File: src/design/cmm_pkg.sv
`default_nettype none
package cmm_pkg;

  localparam int NUM_CLASSES = 16;
  localparam int CLS_W       = $clog2(NUM_CLASSES);
  localparam int CNT_CLS_W   = CLS_W + 1;
  localparam int ADDR_W      = 2 * CLS_W;
  localparam int CELLS       = NUM_CLASSES * NUM_CLASSES;
  localparam int COUNT_W     = 32;
  localparam int FRAC_BITS   = 16;
  localparam int RATIO_W     = FRAC_BITS + 1;
  localparam int SUM_W       = COUNT_W + CLS_W + 2;
  localparam int DIVC_W      = $clog2(RATIO_W + 1);

  localparam logic [COUNT_W-1:0] COUNT_MAX = '1;
  localparam logic [CNT_CLS_W-1:0] CLASS_COUNT_RESET = CNT_CLS_W'(NUM_CLASSES);

  typedef enum logic [1:0] {
    ACT_CLEAR  = 2'd0,
    ACT_RECORD = 2'd1,
    ACT_QUERY  = 2'd2,
    ACT_NOP    = 2'd3
  } act_t;

  typedef struct packed {
    logic [1:0]       action;
    logic [CLS_W-1:0] predicted_class;
    logic [CLS_W-1:0] actual_class;
    logic [CLS_W-1:0] query_class;
  } cmm_in_t;

  typedef struct packed {
    logic [COUNT_W-1:0] true_pos;
    logic [COUNT_W-1:0] false_pos;
    logic [COUNT_W-1:0] false_neg;
    logic [COUNT_W-1:0] true_neg;
    logic [RATIO_W-1:0] accuracy;
    logic [RATIO_W-1:0] precision;
    logic [RATIO_W-1:0] recall;
    logic [RATIO_W-1:0] fscore;
    logic [3:0]         valid_mask;
  } cmm_out_t;

  typedef struct packed {
    logic               en;
    logic [ADDR_W-1:0]  addr;
    logic [COUNT_W-1:0] data;
  } cmm_wr_t;

  typedef struct packed {
    logic             start;
    logic [SUM_W-1:0] num;
    logic [SUM_W-1:0] den;
  } cmm_div_req_t;

  function automatic logic [COUNT_W-1:0] sat_inc(input logic [COUNT_W-1:0] v);
    return (v == COUNT_MAX) ? COUNT_MAX : v + COUNT_W'(1);
  endfunction

  function automatic logic [COUNT_W-1:0] sat_cnt(input logic [SUM_W-1:0] v);
    return (v > SUM_W'(COUNT_MAX)) ? COUNT_MAX : v[COUNT_W-1:0];
  endfunction

endpackage
`default_nettype wire

File: src/design/cmm_divider.sv
`default_nettype none
module cmm_divider (
  input  wire logic                        clk,
  input  wire logic                        rst,
  input  wire cmm_pkg::cmm_div_req_t       req,
  output logic                             done,
  output logic      [cmm_pkg::RATIO_W-1:0] quot
);
  import cmm_pkg::*;

  logic [SUM_W:0]      r;
  logic [SUM_W:0]      d;
  logic [SUM_W:0]      t;
  logic                ge;
  logic [DIVC_W-1:0]   cnt;
  logic                first;
  logic                run;

  // first step compares without shift to produce the integer bit
  assign t  = first ? r : {r[SUM_W-1:0], 1'b0};
  assign ge = (t >= d);

  always_ff @(posedge clk) begin
    if (rst) begin
      run  <= 1'b0;
      done <= 1'b0;
    end else begin
      done <= 1'b0;
      if (req.start) begin
        run <= 1'b1;
      end else if (run && cnt == DIVC_W'(1)) begin
        run  <= 1'b0;
        done <= 1'b1;
      end
    end
  end

  always_ff @(posedge clk) begin
    if (req.start) begin
      r     <= {1'b0, req.num};
      d     <= {1'b0, req.den};
      quot  <= '0;
      cnt   <= DIVC_W'(RATIO_W);
      first <= 1'b1;
    end else if (run) begin
      r     <= ge ? t - d : t;
      quot  <= {quot[RATIO_W-2:0], ge};
      cnt   <= cnt - DIVC_W'(1);
      first <= 1'b0;
    end
  end
endmodule
`default_nettype wire

File: config.mk
export PLATFORM = sky130hd
export DESIGN_NAME = cmm_divider
export DESIGN_NICKNAME = d
export VERILOG_FILES = /design/src/design/cmm_pkg.sv /design/src/design/cmm_divider.sv
export SDC_FILE = /design/constraint.sdc
export NUM_CORES = 1
export LEC_CHECK = 0
export ABC_AREA = 1
export BUFFER_PORTS_ARGS = -buffer_cell sky130_fd_sc_hd__buf_2
export CELL_PAD_IN_SITES_DETAIL_PLACEMENT = 0
export CELL_PAD_IN_SITES_GLOBAL_PLACEMENT = 1
export CORE_MARGIN = 2
export CORE_UTILIZATION = 38
export CTS_CLUSTER_SIZE = 40
export DETAILED_ROUTE_END_ITERATION = 7
export PLACE_DENSITY = 0.88
export SYNTH_ARGS = -nofsm -noshare
export SYNTH_HDL_FRONTEND = slang
export SYNTH_SLANG_ARGS = --single-unit
File: constraint.sdc
create_clock -name clk -period 2.62 [get_ports clk]
set_input_delay 0.524 -clock clk [delete_from_list [all_inputs] [get_ports clk]]
set_output_delay 0.524 -clock clk [all_outputs]
set_load 0.02 [all_outputs]
---- Word-level counts from Yosys, hierarchy flattened ----
Cells that the tools add are included.
Widths: inputs -> output; s select.
word-level totals
  word-level logic and storage cells ...... 23
  register bits ........................... 102
cells by class
  $lt $le $gt $ge ......................... 1
  equal/unequal tests ..................... 1
  reductions and logical operators ........ 4
  add/subtract/negate cells ............... 2
  mux-type cells .......................... 7
operator list
  cell                 number
  $mux 39              2
  $mux 38              2
  $ge 39x38->1         1
  $sub 39x38->39       1
  $eq 5x1->1 const B   1
  $sub 5x1->5 const B  1
  $reduce_bool 2->1    2
  $mux 1               3
  $reduce_or 2->1      1
  $logic_and 1x1->1    1

---- Logic depth before layout (Yosys ltp) ----
Gate-level depths: netlist of the first run.
  word-level depth ........................ 5
  mapped depth ............................ 22
  depth with buffers taken out ............ 19

---- Least setup slack after synthesis of the first run ----
No wires, ideal clock.
  path type ............................... register to register
  start ................................... register first
  end ..................................... register r[8] (data pin)
  clock period less this slack ............ 2.818 ns
  setup time .............................. 0.254 ns
  slack ................................... -0.198 ns
  cell stages (with the launch flop) ...... 19
  required time ........................... 2.366 ns
  path buffers ............................ 3
  arrival time ............................ 2.565 ns
  path through ............................ dfxtp_1 > inv_1 > clkbuf_1 > clkbuf_1 > or2_2 > o21ai_0 > inv_1 > ha_1 > nand2_1 > inv_2 > a21oi_1 > nand2_1 > nand2_1 > nand2_2 > nor2_8 > buf_2 > nand3_1 > nand3_1 > nand2_1
between the ends
  longest elaborated chain between the ends .. 5
RTL lines
  item                                            line                                  source
  start: declaration                              cmm_divider.sv:16                     logic first;
  start signal: assignment                        cmm_divider.sv:44                     first <= 1'b1;
  start signal: assignment                        cmm_divider.sv:49                     first <= 1'b0;
  $mux 39 (*)                                     cmm_divider.sv:20                     assign t = first ? r : {r[SUM_W-1:0], 1'b0};
  $sub 39x38->39 or $ge 39x38->1 (tied branches)  cmm_divider.sv:46, cmm_divider.sv:21
  $mux 39 (*)                                     cmm_divider.sv:46                     r <= ge ? t - d : t;
  $mux 38 (*)                                     cmm_divider.sv:45                     end else if (run) begin
  $mux 38 (*)                                     cmm_divider.sv:39                     if (req.start) begin
  end signal: assignment                          cmm_divider.sv:40                     r <= {1'b0, req.num};
  end signal: assignment                          cmm_divider.sv:46
  end: declaration                                cmm_divider.sv:11                     logic [SUM_W:0] r;
Every way passes the cells marked *; elsewhere a longest branch is shown, timed or not. The select of a mux whose other input is x is not followed.
A chain may end at the register's enable or synchronous reset.

---- Worst setup path in the final report of the first run ----
  start ................................... register first
  end ..................................... register r[1] (data pin)
Same word-level chain as after synthesis.

==> flow_summary.yaml, run 1 <==
floorplan:
  pin_count: 97
  initial_utilization_pct: 38.5
  die_x_um: 150
  core_um2: 20900
  dieArea_um2: 22400
  dieHeight_um: 150
  rows: 53
final_layout:
  antennaDiodeCount: 0
  fill_cells: 1726
  layout_commonest_cell: "nand2_1"
  drive_above_1_share_pct: 46.9
  final_cell_mix: "nand2_1, buf_4, inv_1, buf_2"
  syn_to_final_growth_pct: 67.2
  finish.utilization_pct: 64.4
  final_area_um2: 13500
  fin_nets: 1731
global_route:
  grt_pass1_vias: 9225
  antenna_found_initial: 0
  grt-ovfl-total: 0
  grt_max_degree: 54
  grt_usage_pct: 26.9
  grt_pass1_wl_mm: 46.7
power:
  power.density_nw_per_um2: 835
  internal_power_w: 0.00643
  pwr-share-comb_pct: 67.9
  clkPwrFrac_pct: 13.1
  p_leak_nw: 6.79
  power_switching_w: 0.00481
  seq_power_share_pct: 18.9
  vdd_drop_max_mv: 0.369
  swShare_pct: 42.8
synthesis:
  synth_top_area_share_pct: 28.3
  ys_seq_area_share_pct: 34.8
  synth_largest_area_cell: "edfxtp_1"
  syn_avg_cell_area_um2: 6.63
  ys_seq_elements: 102
  async_flop_share_pct: 0
  syn-instance-count: 1214
  synth-main-ff-cell: "edfxtp_1"
  synth_cell_types: 38
  synthesis.nets: 1335
  synth_warnings: 0
  yosys-top-cells-area: "edfxtp_1, nand2_1, inv_1, nand3_1, dfxtp_1"
  synth-edff-count: 76
  netlist_area_um2: 8050
critical_path:
  path_common_cell: "nand2_2"
  cpMaxStageDelayCell: "dfxtp_4"
  startpoint_type: "register"
  critPathArrivalTime_ns: 3.00
  cp-end-kind: "register"
  crit_type: "register to register"
  max_stage_delay_ns: 0.40
  crit_family: "simple AND/OR/NAND/NOR gates"
  path_cells: "inv_8 -> buf_16 -> or2_4 -> o21ai_4 -> inv_2 -> ha_4 -> nand2_4 -> inv_2 -> nand2_2 -> nand2_4 -> nand2_2 -> nand2_2 -> nand2_2 -> nand2_4 -> nor2_8 -> nand2_8 -> buf_12 -> buf_8 -> nor2_1 -> o21ai_1"
  critical_path_buf_inv_count: 6
  worstPathRequired_ns: 2.74
  cp_max_fo: 8
timing:
  setup_violations: 40
  holdWs_ns: 0.316
  finalClockSkew_ns: 0.0185
  rsz0062_at_grt: "true"
  max-slew-margin-rel_pct: 59.4
  fin_crit_sh_pct: 110
  fin_ws_ns: -0.261
  slew_violations: 0
  hold_viol: 0
  fmax_mhz: 347
  worstMarginPinSlew_ns: 0.608
  period_minus_slack_ns: 2.88
  tns_ns: -8.34
clock_tree:
  clock-root-buffer: "clkbuf_16"
  cts_sinks: 102
  clkSlewWorstSetupHoldPaths_ns: 0.09
  htree_levels: 3
  insertion_delay_ns: 0.38
  hold_buffers: 0
  clock_path_buffers: 2
  cts_buffers: 9
  tritoncts: "done"
detailed_routing:
  vias: 9374
  viasPerCell: 4.96
  routedWlPerCell_um: 16.1
  first_pass_iters: 5
  drt_iter0_markers: 674
  ant_nets: 0
  drc: 0
  drt_wl_total_mm: 30.5
outcome:
  run_status: "finished with violations"
  violations: "negative setup slack"
placement:
  place_hpwl_mm: 21.0
  routabilityCongestion: 0.922
  placed_area_um2: 11200
  portBuffers: 96
  pre_cts_slack_ns: -0.540
job:
  maxCapViolCount: 0
worst_hold_path:
  hold_path_class: "input pin to register"
==> per-layer routing <==
metal / up-vias / part of all wire [%] / global-route usage (%)
li1: 4597 / - / -
met3: 83 / 6.6 / 4.02
met1: 4313 / 44 / 35.1
met4: 0 / 3.7 / 10.0
met2: 381 / 46 / 45.0
met5: - / 0 / 0
==> area by class of cell <==
type | count | area [um^2] | area share, %
clock buffer | 9 | 225 | 1.67
clock inverter | 7 | 86.3 | 0.642
inverter | 249 | 943 | 7.01
multi-input combinational | 837 | 5810 | 43.2
sequential | 102 | 2810 | 20.9
tap | 275 | 344 | 2.56
timing repair buffer | 411 | 3240 | 24.1
==> power by group through the flow <==
stage               logic [W]  registers [W]  clock network [W]
floorplan             0.00321        0.00213                  0
global placement      0.00563        0.00213                  0
detailed placement    0.00570        0.00214                  0
CTS                   0.00698        0.00212            0.00149
global route          0.00817        0.00215            0.00154
finish                0.00763        0.00213            0.00147
==> worst paths after layout <==
kind | start | cells past startpoint | to | slack (ns)
max reg2reg | first | 20 | r[1] | -0.26
min | req[8] | 1 | d[8] | 0.32
max | first | 20 | r[1] | -0.26
min reg2reg | r[38] | 2 | r[38] | 0.47
==> registers in the layout, indices dropped and copies added (netlist names) <==
signal / count
d: 38
quot: 17
r: 39
done: 1
first: 1
run: 1
cnt: 5
==> cell usage after synthesis (16+ instances only) <==
cell,number
a21oi_1,29
inv_1,240
ha_1,41
edfxtp_1,76
o21ai_0,48
dfxtp_1,26
nand2_1,397
or2_2,37
nor2_1,78
clkbuf_1,17
o22ai_1,16
nand3_1,119
==> kinds of logic after synthesis <==
kind of cell	synth area share (%)
AO/OA/AOI/OAI	6.99
XOR/XNOR	1.63
adder cells (fa/ha/maj)	6.62
buffers and inverters	13.6
flip-flops	34.8
multiplexers	0.124
AND/OR/NAND/NOR	36.2
==> through the flow <==
step	total power, W	cells
global placement	0.00777	1809
floorplan	0.00535	1214
CTS	0.0106	1880
detailed placement	0.00785	1809
global route	0.0119	1890
finish	0.0112	1890
==> what timing repair did <==
action	4_1_cts	5_1_grt
gates resized for setup	231	79
cloned	10	1
setup buffers	45	9
pin swaps	38	26
setup endpoints to repair	40	40
No activity file was read; power rests on OpenSTA's default activity.
==> run 2, diff against run 1 <==
--- a/config.mk
+++ b/config.mk
@@ -10,10 +10,10 @@
 export CELL_PAD_IN_SITES_DETAIL_PLACEMENT = 0
 export CELL_PAD_IN_SITES_GLOBAL_PLACEMENT = 1
 export CORE_MARGIN = 2
-export CORE_UTILIZATION = 38
+export CORE_UTILIZATION = 42
 export CTS_CLUSTER_SIZE = 40
 export DETAILED_ROUTE_END_ITERATION = 7
-export PLACE_DENSITY = 0.88
+export PLACE_DENSITY = 0.92
 export SYNTH_ARGS = -nofsm -noshare
 export SYNTH_HDL_FRONTEND = slang
 export SYNTH_SLANG_ARGS = --single-unit
==> constraint.sdc (replaced) <==
create_clock -name clk -period 2.8 [get_ports clk]
set_input_delay 0.56 -clock clk [delete_from_list [all_inputs] [get_ports clk]]
set_output_delay 0.56 -clock clk [all_outputs]
set_load 0.02 [all_outputs]
==> run 2 against run 1 <==
Compared with the run above: the run still ends with negative setup slack left; critical path depth grew 3; register-to-register slack lost 0.06 ns; cell area down 5.4%; maximum frequency shrank 7.8%; critical path type unchanged.
==> flow_summary.yaml, run 2 (synthesis results as in run 1) <==
clock_tree:
  clock_path_buffers: 2
  clkSlewWorstSetupHoldPaths_ns: 0.09
  insertion_delay_ns: 0.38
  cts_buffers: 9
  tritoncts: "done"
  cts_sinks: 102
  htree_levels: 3
  clock-root-buffer: "clkbuf_16"
  hold_buffers: 0
floorplan:
  rows: 50
  pin_count: 97
  dieArea_um2: 20300
  core_um2: 18800
  initial_utilization_pct: 42.9
  die_x_um: 142
  dieHeight_um: 142
detailed_routing:
  routed.top_layer: "met4"
  vias: 9537
  drt_iter0_markers: 864
  drc: 0
  wl_met3_mm: 3.15
  routedWlPerCell_um: 17.8
  ant_nets: 0
  first_pass_iters: 6
  dr_wl_met2_mm: 14.8
  viasPerCell: 5.34
  drt_wl_total_mm: 31.7
  wl_met1_mm: 12.2
timing:
  fin_crit_sh_pct: 112
  period_minus_slack_ns: 3.12
  hold_viol: 0
  setup_violations: 40
  rsz0062_at_grt: "true"
  slew_violations: 0
  worstMarginPinSlew_ns: 0.705
  tns_ns: -6.75
  fin_ws_ns: -0.324
  fmax_mhz: 320
  finalClockSkew_ns: 0.0202
  max-slew-margin-rel_pct: 53.0
placement:
  pre_cts_slack_ns: -0.467
  place_hpwl_mm: 19.6
  portBuffers: 96
  routabilityCongestion: 0.938
critical_path:
  cp_max_fo: 8
  cp-end-kind: "register"
  startpoint_type: "register"
  crit_type: "register to register"
  worstPathRequired_ns: 2.93
  critPathArrivalTime_ns: 3.25
power:
  p_leak_nw: 6.40
  power.density_nw_per_um2: 795
  vdd_drop_max_mv: 0.361
final_layout:
  fin_nets: 1666
  layout_commonest_cell: "nand2_1"
  regArea_um2: 2810
  largest_reg_flops: 39
  drive_above_1_share_pct: 44.2
  top_register: "r"
  final_cell_mix: "nand2_1, buf_4, inv_1, buf_2, nand3_1"
  fill_cells: 1441
  multiInputGateArea_um2: 5760
  syn_to_final_growth_pct: 58.2
  top_regs: "r x39, d x38, quot x17"
worst_hold_path:
  hold_path_class: "input pin to register"
global_route:
  grt-ovfl-total: 0
  antenna_found_initial: 1
  grt_pass1_wl_mm: 45.8
  grt_usage_pct: 28.9
  grt_max_degree: 64
  grt_pass1_vias: 9051
outcome:
  violations: "negative setup slack"
  run_status: "finished with violations"
job:
  maxCapViolCount: 0
run 2: cell types whose count changed in the layout (fill, tap and decap cells not counted), moves of 5 or more:
cell     change
nor2_2       +5
nand3_2      -8
buf_4       -59
nand2_2      +8
nand2_4      -8
nand3_1     +11
run 2: worst max-delay path: stages, from the launching register on:
cell      delay, ns
dfxtp_4        0.40
inv_6          0.05
buf_6          0.13
or2_4          0.22
o21ai_1        0.08
buf_4          0.16
inv_4          0.04
ha_4           0.24
nand2_4        0.08
inv_1          0.05
nand2_1        0.08
nand2_2        0.07
nand2_2        0.07
nand2_2        0.07
nand2_2        0.11
nand2_4        0.07
nor2_8         0.25
buf_12         0.15
buf_12         0.12
nand3_2        0.09
nand2_2        0.08
clkinv_1       0.07
nand2_1        0.07
nand2_1        0.08
run 2: path summary, 6_finish.rpt:
path | from | end | slack, ns | cells past startpoint
hold / removal | req[32] | d[32] | 0.35 | 1
setup / recovery | first | r[29] | -0.32 | 23
setup reg to reg | first | r[29] | -0.32 | 23
hold reg to reg | quot[16] | quot[16] | 0.47 | 2
run 2: timing repair:
action,CTS,global route
pin swaps,57,65
setup endpoints to repair,40,40
gates resized for setup,276,142
cloned,11,2
setup buffers,34,10
run 2: where the power goes:
part,switching (W),internal [W],total (W)
clock network,0.000720,0.000645,0.00137
logic,0.00360,0.00312,0.00673
registers,0.000148,0.00189,0.00204
total,0.00447,0.00565,0.0101
run 2: per-layer routing:
metal | GRT usage, % | up-vias
met5 | 0 | -
met4 | 10.7 | 0
li1 | - | 4467
met2 | 48.9 | 548
met3 | 5.05 | 145
met1 | 37.0 | 4377
run 2: cell type report:
cell class,count,area share (%)
multi-input combinational,841,45.2
sequential,102,22.0
timing repair buffer,342,20.5
inverter,249,7.41
tap,234,2.30
clock buffer,9,1.77
clock inverter,7,0.678
antenna,1,0.0197
run 2: per-stage QoR:
| step | hold slack (ns) | util (%) | std cells | total power, W | area [um^2] |
|---|---|---|---|---|---|
| CTS | 0.343 | 64.4 | 1773 | 0.00917 | 12100 |
| finish | 0.346 | 67.8 | 1785 | 0.0101 | 12700 |
| floorplan | 0.426 | - | 1214 | 0.00455 | 8070 |
| global placement | 0.438 | 54.3 | 1712 | 0.00645 | 10200 |
| global route | 0.345 | 67.8 | 1784 | 0.0106 | 12700 |
| detailed placement | 0.452 | 54.3 | 1712 | 0.00651 | 10200 |
